===== config.mk =====
export PLATFORM = sky130hd
export DESIGN_NAME = keypad_scan_debounce_uart_tx_unit_flat
export DESIGN_NICKNAME = d
export VERILOG_FILES = /design/src/rtl/kpd_pkg.sv /design/src/rtl/kpd_if.sv /design/src/rtl/kpd_scan.sv /design/src/rtl/kpd_uart_tx.sv /design/src/rtl/keypad_scan_debounce_uart_tx_unit.sv /design/src/flat_wrapper.sv
export SDC_FILE = /design/constraint.sdc
export NUM_CORES = 1
export LEC_CHECK = 0
export BUFFER_PORTS_ARGS = -buffer_cell sky130_fd_sc_hd__buf_2
export CAP_MARGIN = 20
export CORE_MARGIN = 3
export CORE_UTILIZATION = 64
export DETAILED_ROUTE_END_ITERATION = 8
export GPL_TIMING_DRIVEN = 0
export MAX_ROUTING_LAYER = met4
export PLACE_DENSITY = 0.84
export SLEW_MARGIN = 5
export SYNTH_ARGS = -nofsm -noshare
export SYNTH_HDL_FRONTEND = slang
export SYNTH_SLANG_ARGS = --single-unit

===== constraint.sdc =====
create_clock -name clk -period 4.5 [get_ports clk]
set_input_delay 0.225 -clock clk [delete_from_list [all_inputs] [get_ports clk]]
set_output_delay 0.225 -clock clk [all_outputs]
set_load 0.01 [all_outputs]

===== src/rtl/kpd_pkg.sv =====
// ----------------------------------------------------------------------------
// kpd_pkg
// Shared types and constants of the keypad scanner and carrier transmitter.
// ----------------------------------------------------------------------------
package kpd_pkg;

  localparam int ROWS = 4;
  localparam int KEY_CODE_W = 8;
  localparam int DRIVE_W = 4;

  localparam logic KIND_SCAN = 1'b0;
  localparam logic KIND_BAUD = 1'b1;

  // Column c, row r sits at index 4*c + r and holds the hex digit 15 - c - 4*r.
  localparam logic [KEY_CODE_W-1:0] KEY_CHAR [16] = '{
    8'h46, 8'h42, 8'h37, 8'h33,
    8'h45, 8'h41, 8'h36, 8'h32,
    8'h44, 8'h39, 8'h35, 8'h31,
    8'h43, 8'h38, 8'h34, 8'h30
  };

  typedef struct packed {
    logic                  pressed;
    logic [KEY_CODE_W-1:0] code;
  } key_t;

  typedef struct packed {
    logic carrier_on;
    logic tx_busy;
  } tx_status_t;

  typedef struct packed {
    logic [DRIVE_W-1:0]    column_drive;
    logic                  key_event;
    logic [KEY_CODE_W-1:0] key_code;
    logic                  carrier_on;
    logic                  tx_busy;
  } result_t;

endpackage


===== src/rtl/kpd_if.sv =====
// ----------------------------------------------------------------------------
// kpd_tick_if / kpd_result_if
// Valid/ready channels for scan and baud ticks and for the per-tick report.
// ----------------------------------------------------------------------------
interface kpd_tick_if;
  logic       valid;
  logic       ready;
  logic       kind;
  logic [3:0] row_levels;

  modport source (output valid, kind, row_levels, input ready);
  modport sink (input valid, kind, row_levels, output ready);
endinterface

interface kpd_result_if;
  logic       valid;
  logic       ready;
  logic [3:0] column_drive;
  logic       key_event;
  logic [7:0] key_code;
  logic       carrier_on;
  logic       tx_busy;

  modport source (output valid, column_drive, key_event, key_code, carrier_on, tx_busy,
                  input ready);
  modport sink (input valid, column_drive, key_event, key_code, carrier_on, tx_busy,
                output ready);
endinterface


===== src/rtl/kpd_scan.sv =====
// ----------------------------------------------------------------------------
// kpd_scan
// Column sequencer, two-sample key history and press detection per column.
// ----------------------------------------------------------------------------
module kpd_scan
  import kpd_pkg::*;
#(
  parameter int NUM_COLUMNS = 4
) (
  input  logic               clk,
  input  logic               rst,
  input  logic               step,
  input  logic [ROWS-1:0]    row_levels,
  output key_t               hit,
  output logic [DRIVE_W-1:0] column_drive
);

  localparam int COL_W = (NUM_COLUMNS > 1) ? $clog2(NUM_COLUMNS) : 1;

  logic [COL_W-1:0] active_column;
  logic [COL_W-1:0] active_column_next;
  logic [COL_W-1:0] column_after;
  logic [ROWS-1:0]  recent_sample [NUM_COLUMNS];
  logic [ROWS-1:0]  older_sample [NUM_COLUMNS];
  logic [ROWS-1:0]  recent_row;
  logic [ROWS-1:0]  older_row;
  logic [1:0]       table_column;

  assign recent_row   = recent_sample[active_column];
  assign older_row    = older_sample[active_column];
  assign table_column = 2'(active_column);

  assign active_column_next = (active_column == COL_W'(NUM_COLUMNS - 1)) ?
                              '0 : active_column + 1'b1;
  assign column_after = step ? active_column_next : active_column;

  always_comb begin
    hit = '0;
    for (int i = 0; i < ROWS; i++) begin
      if (step && !row_levels[i] && !recent_row[i] && older_row[i]) begin
        hit.pressed = 1'b1;
        hit.code    = KEY_CHAR[{table_column, 2'(i)}];
      end
    end
  end

  always_comb begin
    column_drive = '0;
    for (int j = 0; j < DRIVE_W; j++) begin
      if (j < NUM_COLUMNS) begin
        column_drive[j] = (column_after == COL_W'(j));
      end
    end
  end

  always_ff @(posedge clk) begin
    if (rst) begin
      active_column <= '0;
      for (int c = 0; c < NUM_COLUMNS; c++) begin
        recent_sample[c] <= '1;
        older_sample[c]  <= '1;
      end
    end else if (step) begin
      older_sample[active_column]  <= recent_row;
      recent_sample[active_column] <= row_levels;
      active_column                <= active_column_next;
    end
  end

`ifndef SYNTHESIS
  a_column_in_range: assert property (@(posedge clk) disable iff (rst)
    active_column <= COL_W'(NUM_COLUMNS - 1))
    else $error("active column beyond the last column");

  a_drive_one_hot: assert property (@(posedge clk) disable iff (rst)
    $onehot0(column_drive))
    else $error("more than one column driven");

  a_press_only_on_scan: assert property (@(posedge clk) disable iff (rst)
    hit.pressed |-> step)
    else $error("press reported without a scan tick");
`endif

endmodule


===== src/rtl/kpd_uart_tx.sv =====
// ----------------------------------------------------------------------------
// kpd_uart_tx
// Frame sender on the carrier line: start bit, data bits LSB first, stop bit.
// ----------------------------------------------------------------------------
module kpd_uart_tx
  import kpd_pkg::*;
#(
  parameter int DATA_BITS = 8
) (
  input  logic                  clk,
  input  logic                  rst,
  input  logic                  baud,
  input  key_t                  hit,
  output tx_status_t            status_next
);

  localparam int CNT_W = $clog2(DATA_BITS + 2);

  logic [DATA_BITS-1:0] frame_byte;
  logic [DATA_BITS-1:0] frame_shifted;
  logic [CNT_W-1:0]     bit_count;
  logic [CNT_W-1:0]     bit_count_next;
  logic                 busy_flag;
  logic                 busy_flag_next;
  logic                 carrier_level;
  logic                 carrier_level_next;
  logic                 start;

  assign start         = hit.pressed && !busy_flag;
  assign frame_shifted = frame_byte >> bit_count;

  always_comb begin
    bit_count_next     = bit_count;
    busy_flag_next     = busy_flag;
    carrier_level_next = carrier_level;
    if (start) begin
      bit_count_next     = '0;
      busy_flag_next     = 1'b1;
      carrier_level_next = 1'b1;
    end else if (baud && busy_flag) begin
      if (bit_count < CNT_W'(DATA_BITS)) begin
        carrier_level_next = !frame_shifted[0];
        bit_count_next     = bit_count + 1'b1;
      end else if (bit_count == CNT_W'(DATA_BITS)) begin
        carrier_level_next = 1'b0;
        bit_count_next     = bit_count + 1'b1;
      end else begin
        busy_flag_next = 1'b0;
        bit_count_next = '0;
      end
    end
  end

  assign status_next.carrier_on = carrier_level_next;
  assign status_next.tx_busy    = busy_flag_next;

  always_ff @(posedge clk) begin
    if (start) begin
      frame_byte <= hit.code[DATA_BITS-1:0];
    end
  end

  always_ff @(posedge clk) begin
    if (rst) begin
      bit_count     <= '0;
      busy_flag     <= 1'b0;
      carrier_level <= 1'b0;
    end else begin
      bit_count     <= bit_count_next;
      busy_flag     <= busy_flag_next;
      carrier_level <= carrier_level_next;
    end
  end

`ifndef SYNTHESIS
  a_idle_line_quiet: assert property (@(posedge clk) disable iff (rst)
    !busy_flag |-> (!carrier_level && bit_count == '0))
    else $error("carrier or bit count active while idle");

  a_count_bounded: assert property (@(posedge clk) disable iff (rst)
    bit_count <= CNT_W'(DATA_BITS + 1))
    else $error("bit count ran past the stop bit");

  a_busy_ignores_press: assert property (@(posedge clk) disable iff (rst)
    (busy_flag && hit.pressed && !baud) |=> $stable(frame_byte))
    else $error("press during a frame changed the frame");
`endif

endmodule


===== src/rtl/keypad_scan_debounce_uart_tx_unit.sv =====
// ----------------------------------------------------------------------------
// keypad_scan_debounce_uart_tx_unit
// 4x4 keypad scanner with debounce, hex key mapping and a carrier-line UART.
// ----------------------------------------------------------------------------
// Usage: each beat on the tick channel is either a scan tick (kind 0, with the
// row levels seen on the column driven now) or a baud tick (kind 1). Every
// accepted tick gives exactly one beat on the report channel: the column to
// drive next, a debounced press with its ASCII hex digit, and the state of
// the carrier line and the transmitter after that tick.
// All work for a tick is done in the cycle it is accepted, and its report is
// registered: one tick per cycle is sustained while the report side is ready.
// The report register is backed by a one-beat skid register, so one more
// tick is taken while a report waits; tick ready drops only when both hold
// a beat. Reset drives column 0 next, marks every key released and leaves the
// transmitter idle with the carrier off; no report is pending after reset.
// ----------------------------------------------------------------------------
module keypad_scan_debounce_uart_tx_unit
  import kpd_pkg::*;
#(
  parameter int NUM_COLUMNS = 4,
  parameter int DATA_BITS = 8
) (
  input  logic           clk,
  input  logic           rst,
  kpd_tick_if.sink       tick,
  kpd_result_if.source   report
);

  logic       accept;
  logic       scan_step;
  logic       baud_step;
  key_t       hit;
  tx_status_t status_next;
  logic [DRIVE_W-1:0] column_drive;
  result_t    result_next;
  result_t    out_q;
  result_t    skid_q;
  logic       out_valid;
  logic       skid_valid;

  assign tick.ready = !skid_valid;
  assign accept     = tick.valid && !skid_valid;
  assign scan_step  = accept && (tick.kind == KIND_SCAN);
  assign baud_step  = accept && (tick.kind == KIND_BAUD);

  kpd_scan #(
    .NUM_COLUMNS(NUM_COLUMNS)
  ) u_scan (
    .clk         (clk),
    .rst         (rst),
    .step        (scan_step),
    .row_levels  (tick.row_levels),
    .hit         (hit),
    .column_drive(column_drive)
  );

  kpd_uart_tx #(
    .DATA_BITS(DATA_BITS)
  ) u_tx (
    .clk        (clk),
    .rst        (rst),
    .baud       (baud_step),
    .hit        (hit),
    .status_next(status_next)
  );

  assign result_next.column_drive = column_drive;
  assign result_next.key_event    = hit.pressed;
  assign result_next.key_code     = hit.code;
  assign result_next.carrier_on   = status_next.carrier_on;
  assign result_next.tx_busy      = status_next.tx_busy;

  always_ff @(posedge clk) begin
    if (rst) begin
      out_valid  <= 1'b0;
      skid_valid <= 1'b0;
    end else begin
      if (accept) begin
        if (!out_valid || report.ready) begin
          out_valid <= 1'b1;
        end else begin
          skid_valid <= 1'b1;
        end
      end else if (out_valid && report.ready) begin
        if (skid_valid) begin
          skid_valid <= 1'b0;
        end else begin
          out_valid <= 1'b0;
        end
      end
    end
  end

  always_ff @(posedge clk) begin
    if (accept) begin
      if (!out_valid || report.ready) begin
        out_q <= result_next;
      end else begin
        skid_q <= result_next;
      end
    end else if (out_valid && report.ready && skid_valid) begin
      out_q <= skid_q;
    end
  end

  assign report.valid        = out_valid;
  assign report.column_drive = out_q.column_drive;
  assign report.key_event    = out_q.key_event;
  assign report.key_code     = out_q.key_code;
  assign report.carrier_on   = out_q.carrier_on;
  assign report.tx_busy      = out_q.tx_busy;

`ifndef SYNTHESIS
  a_skid_behind_out: assert property (@(posedge clk) disable iff (rst)
    skid_valid |-> out_valid)
    else $error("skid register holds a beat while the report register is empty");

  a_stall_fills_skid: assert property (@(posedge clk) disable iff (rst)
    (accept && out_valid && !report.ready) |=> skid_valid)
    else $error("tick accepted during a stall was not kept in the skid register");

  a_report_held: assert property (@(posedge clk) disable iff (rst)
    (out_valid && !report.ready) |=> (out_valid && $stable(out_q)))
    else $error("report beat changed while the receiver stalled");
`endif

endmodule


===== src/flat_wrapper.sv =====
// flat-port wrapper written by rule: the top's interface ports become plain ports
module keypad_scan_debounce_uart_tx_unit_flat import kpd_pkg::*;
#(
  parameter int NUM_COLUMNS = 4,
  parameter int DATA_BITS = 8
)
  (clk, rst, tick_valid, tick_kind, tick_row_levels, tick_ready, report_valid, report_column_drive, report_key_event, report_key_code, report_carrier_on, report_tx_busy, report_ready);
  kpd_tick_if tick_i ();
  kpd_result_if report_i ();
  input  logic clk;
  input  logic rst;
  input wire logic [$bits(tick_i.valid)-1:0] tick_valid;
  input wire logic [$bits(tick_i.kind)-1:0] tick_kind;
  input wire logic [$bits(tick_i.row_levels)-1:0] tick_row_levels;
  output wire logic [$bits(tick_i.ready)-1:0] tick_ready;
  output wire logic [$bits(report_i.valid)-1:0] report_valid;
  output wire logic [$bits(report_i.column_drive)-1:0] report_column_drive;
  output wire logic [$bits(report_i.key_event)-1:0] report_key_event;
  output wire logic [$bits(report_i.key_code)-1:0] report_key_code;
  output wire logic [$bits(report_i.carrier_on)-1:0] report_carrier_on;
  output wire logic [$bits(report_i.tx_busy)-1:0] report_tx_busy;
  input wire logic [$bits(report_i.ready)-1:0] report_ready;
  assign tick_i.valid = tick_valid;
  assign tick_i.kind = tick_kind;
  assign tick_i.row_levels = tick_row_levels;
  assign tick_ready = tick_i.ready;
  assign report_valid = report_i.valid;
  assign report_column_drive = report_i.column_drive;
  assign report_key_event = report_i.key_event;
  assign report_key_code = report_i.key_code;
  assign report_carrier_on = report_i.carrier_on;
  assign report_tx_busy = report_i.tx_busy;
  assign report_i.ready = report_ready;
  keypad_scan_debounce_uart_tx_unit #(.NUM_COLUMNS(NUM_COLUMNS), .DATA_BITS(DATA_BITS)) u_core (.clk(clk), .rst(rst), .tick(tick_i), .report(report_i));
endmodule

## After elaboration in Yosys (flattened, before gate mapping)

Memories as Yosys holds them, arrays and structs flattened. A register that Yosys moved wholly into a read port is not among the register bits.
Cells that the tools add are included.
Widths: inputs -> output; s select.

| storage, ports and cells | value |
|---|---|
| logic and storage cells | 134 |
| register bits | 48 |
| memory bits (read-only) | 512 |
| memory bits (writable) | 32 |
| output and inout port bits | 17 |
| memories kept | 6 |

Memories:

| memory | words | width | read ports | clocked after memory_dff | wr ports | line | source |
|---|---|---|---|---|---|---|---|
| (name not given) | 16 | 8 | 1 | 0 | 0 | kpd_scan.sv:42 | `hit.code = KEY_CHAR[{table_column, 2'(i)}];` |
| (name not given) | 16 | 8 | 1 | 0 | 0 | kpd_scan.sv:42 |  |
| (name not given) | 16 | 8 | 1 | 0 | 0 | kpd_scan.sv:42 |  |
| (name not given) | 16 | 8 | 1 | 0 | 0 | kpd_scan.sv:42 |  |
| u_core.u_scan.older_sample | 4 | 4 | 1 | 1 | 4 | kpd_scan.sv:24 | `logic [ROWS-1:0] older_sample [NUM_COLUMNS];` |
| u_core.u_scan.recent_sample | 4 | 4 | 1 | 1 | 4 | kpd_scan.sv:23 | `logic [ROWS-1:0] recent_sample [NUM_COLUMNS];` |

| cells by class | value |
|---|---|
| bitwise operators | 6 |
| equality and inequality tests | 8 |
| add/subtract/negate cells | 2 |
| reduce and logical (&&, ||, !) cells | 42 |
| shift-type cells | 1 |
| multiplexer cells | 47 |
| $lt $le $gt $ge | 5 |

Operator list:

| kind | number |
|---|---|
| $mux 8 | 8 |
| $mux 15 | 3 |
| $mux 9 | 4 |
| $mux 1 | 22 |
| $ge 5x5->1 const B | 4 |
| $not 4->5 | 4 |
| $logic_and 1x1->1 | 19 |
| $mux 4 | 4 |
| $logic_not 1->1 | 12 |
| $mux 2 | 6 |
| $reduce_or 4->1 | 2 |
| $shr 8x4->1 | 1 |
| $eq 2x2->1 const B | 3 |
| $reduce_and 2->1 | 3 |
| $add 4x1->4 const B | 1 |
| $eq 4x4->1 const B | 1 |
| $lt 4x4->1 const B | 1 |
| $ne 2x2->1 const B | 2 |
| $reduce_bool 2->1 | 2 |
| $reduce_and 3->1 | 1 |
| $add 2x1->2 const B | 1 |
| $eq 2x1->1 const B | 1 |
| $logic_not 2->1 | 1 |
| $ne 2x1->1 const B | 1 |
| 3 further kinds | 4 |

## Depth between registers and ports, before layout

| logic depth | value |
|---|---|
| depth in word-level cells | 14 |
| mapped depth | 7 |
| gate-level depth less buffers | 7 |

## Cells and area by module

Synthesis repeated with hierarchy kept, for this count alone.

| unflattened totals | value |
|---|---|
| cells, all modules | 268 |
| area, all modules | 3731.1 um^2 |

Modules (own cells, without submodules):

| module | times used | sequential area each (um^2) | area an instance (um^2) | cells an instance |
|---|---|---|---|---|
| kpd_scan | 1 | 1001.0 | 1811.7 | 144 |
| keypad_scan_debounce_uart_tx_unit | 1 | 940.9 | 1248.7 | 62 |
| kpd_uart_tx | 1 | 360.3 | 670.6 | 62 |

## Worst setup path before layout

OpenSTA, ideal clock, no wires.

| path | value |
|---|---|
| path type | register to register |
| start point | register u_core.skid_valid |
| end point | memory u_core.u_scan.older_sample[3][0] (enable) |
| arrival time | 1.724 ns |
| path buffers | 2 |
| cell stages (with the launch flop) | 5 |
| slack | 2.389 ns |
| data required time | 4.113 ns |
| cells stage by stage | dfxtp_1 > or3b_1 > buf_2 > clkbuf_1 > o31ai_1 |

RTL lines:

| item | line | source |
|---|---|---|
| start, declared | keypad_scan_debounce_uart_tx_unit.sv:39 | `logic skid_valid;` |
| start signal, assigned | keypad_scan_debounce_uart_tx_unit.sv:76 | `skid_valid <= 1'b0;` |
| start signal, assigned | keypad_scan_debounce_uart_tx_unit.sv:82 | `skid_valid <= 1'b1;` |
| start signal, assigned | keypad_scan_debounce_uart_tx_unit.sv:86 | `skid_valid <= 1'b0;` |
| end, declared | kpd_scan.sv:24 |  |

==> results.md <==
- Setup TNS: 0 ps
- Depth of the CTS H-tree: 3
- # IOs: 26
- Fin crit share: 0.529
- TritonCTS clock tree: done
- Worst-margin pin slew: around 1200 ps
- Synth Instances: 263
- XOR/XNOR Fraction of Synth Area: 0
- Combinational power share: 0.077
- Internal: 0.00108 W
- Area grow syn2layout: 11.8%
- Via count: roughly 2200
- Syn_nets: roughly 280
- Clock network fraction of total power: 0.363
- Dpl hpwl: ~4.5 mm
- Sw Share: 0.223
- Total GRT Usage: 0.233
- Max Cap Viol: 0
- Total Wirelength: 6.38 mm
- Fillers: 369
- Gpl congestion: 0.843
- Final hold vios: 0
- Post-synthesis mux area share: 0.0609
- Via density: approximately 5.9
- Most used DFF post-synth: edfxtp_1
- Fin. max-slew vios: 0
- Cells on worst reg2reg path: 5
- Remaining DRCs: 0
- RSZ-0062 raised after global routing: no
- Vias in the first global route: about 2100
- Sequential power share: 0.560
- Post-CTS repair timing setup buffer count: 0
- Die area: roughly 6300 um^2
- Initial antenna violation count: 0
- DRT iter0 DRCs: between 150 and 200
- Yosys reg bits: 74
- Worst Hold Depth: 2
- Port-buffer cells: 24
- Largest net degree at the start of global routing: 14
- Die span in x: between 70 and 80 um
- Die height: a little under 80 um
- Reg clk slew, reported paths: 70 ps
- Post-cts resize count: 0
- Initial Util: 0.668
- Net Switching: just over 0.0003 W
- Clk buf depth: 2
- HP Class: input pin to flip-flop
- Diode count: 0
- Synth warnings: 0
- Startpoint types: flip-flop
- Synth Cell Area: between 3000 and 4000 um^2
- Setup violations, final: 0
- Final Skew: approximately 8.6 ps
- Avg Cell Area, Syn: roughly 13 um^2
- Complex-gate fraction of the synthesized area: 0.111
- Pre-CTS setup slack: 1960 ps
- Seq. cell area: between 2000 and 2500 um^2
- Status: finished clean
- Endpoint class of the critical path: flip-flop
- Clk sinks: between 70 and 80
- Final worst setup slack: between 2000 and 2500 ps
- Number of synthesized flops with an enable pin: 64
- CP required: around 4600 ps
- PD cells: roughly 360 nW/um^2
- DR WL/cell: roughly 17 um
- Crit Path Category: flip-flop to flip-flop
- Unique masters post-synth: 57
- Worst slew margin: 0.210
- Largest family of logic cells by synthesized area: simple AND/OR/NAND/NOR gates
- Lkg Pwr: ~1.3 nW
- GRT Residual Overflow: 0
- Later-pin clock latency in the skew report: between 300 and 400 ps
- # nets final: 313
- Antenna viol nets, final: 0
- Crit path arrival time: ~2400 ps
- Share of layout cells above drive strength 1: 0.259
- Global-route wire length before repair: 10.5 mm
- Detailed-router iteration count before antenna repair: 4
- Fmax: about 0.42 GHz
- Largest fanout on the critical path: 10
- Adder-cell share of the synthesized area: 0.0146
- Ys async rst share: 0
- Row cnt: 26
- Min cycle time layout: roughly 2400 ps
- Area of the multi-input gates: ~1200 um^2
- CTS Root Cell: clkbuf_8
- Core area: ~5100 um^2
- Sequential area share after synthesis: 0.618
- Post-Synth Simple-Gate Area: 0.163
- IR drop worst, VDD: about 0.26 mV
- CTS buffer count: 9
- # hold bufs at CTS: 0
-- worst max-delay path: stages, from the launching register on --
cell	delay [ps]
dfxtp_1	360
or3b_1	380
buf_2	190
clkbuf_1	220
o31ai_1	650
clkbuf_2	290
-- sequential cells by signal, indices dropped and copies added (netlist names), 2 cells and up --
signal / flops
u_core.report.column_drive: 4
u_core.report.key_code: 6
u_core.skid_q: 13
u_core.u_scan.active_column: 2
u_core.u_scan.older_sample: 16
u_core.u_scan.recent_sample: 16
u_core.u_tx.bit_count: 4
u_core.u_tx.frame_byte: 6
-- metrics by stage --
stage	power, W	instances	instance area, um^2	util	hold WS [ps]
5_1_grt	0.00143	375	3840	0.747	90.2
4_1_cts	0.00139	374	3830	0.746	75.6
3_3_place_gp	0.000893	357	3640	0.708	434
6_report	0.00138	375	3840	0.747	85.0
3_5_place_dp	0.000897	358	3640	0.709	441
2_1_floorplan	0.000859	263	3430	-	326
-- cell families (layout without fill, tap and decap cells) --
family          after synthesis  count (layout)
compound gates               49              49
simple gates                 98              98
flops                        74              74
fa+ha+maj                     4               4
mux                          13              13
buf+inv                      24              66
other cells                   1               1
-- cell usage after synthesis, types with 4 or more instances --
cell	number	share of area
or3_1	9	0.016
edfxtp_1	64	0.56
o21ai_0	7	0.010
or2_2	19	0.035
or2b_1	5	0.011
o211ai_1	4	0.0087
nand2b_1	4	0.0073
nor2b_1	10	0.018
ha_1	4	0.015
inv_1	12	0.013
mux2i_1	4	0.012
mux4_2	6	0.039
a21oi_1	6	0.0087
nor3_1	6	0.0087
nor2_1	11	0.012
clkbuf_1	4	0.0044
a211oi_1	5	0.011
buf_2	4	0.0058
nand3_1	4	0.0058
dfxtp_1	10	0.058
nand2_1	15	0.016
-- power groups by stage --
stage	clock, W	combinational [W]	sequential, W
6_report	0.000502	0.000107	0.000776
5_1_grt	0.000537	0.000117	0.000778
4_1_cts	0.000505	0.000107	0.000776
3_5_place_dp	0	0.000106	0.000791
3_3_place_gp	0	0.000103	0.000790
2_1_floorplan	0	0.0000642	0.000795
-- per-layer routing --
layer	track usage	routed length, um	vias to the layer above
li1	-	-	1066
met1	0.295	2750	1065
met2	0.357	3130	74
met3	0.0556	324	20
met4	0.110	172	0
met5	-	0	-
-- cells in the final DEF, fill, tap and decap left out, types with 5 or more instances in the layout --
cell,count
buf_2,29
dfxtp_1,10
o21ai_0,7
or3_1,9
nor2b_1,10
nor2_1,11
inv_1,12
mux4_2,6
or2_2,19
a211oi_1,5
or2b_1,5
clkbuf_8,10
nand2_1,15
edfxtp_1,64
nor3_1,6
clkbuf_1,7
a21oi_1,6
-- worst paths after layout --
kind,slack (ps),end,start
setup / recovery,2120,u_core.u_scan.recent_sample[3][2],u_core.skid_valid
hold / removal,80,u_core.skid_valid,report_ready
setup reg to reg,2120,u_core.u_scan.recent_sample[3][2],u_core.skid_valid
hold reg to reg,520,u_core.report.key_event,u_core.skid_q[10]
-- area by class of cell --
class,count,area share
clock buffer,13,0.0388
multi-input combinational,165,0.314
buffer,11,0.0140
tap,70,0.0228
sequential,74,0.553
timing repair buffer,26,0.0339
inverter,13,0.0134
clock inverter,3,0.0104
(Power assumes the default switching activity.)
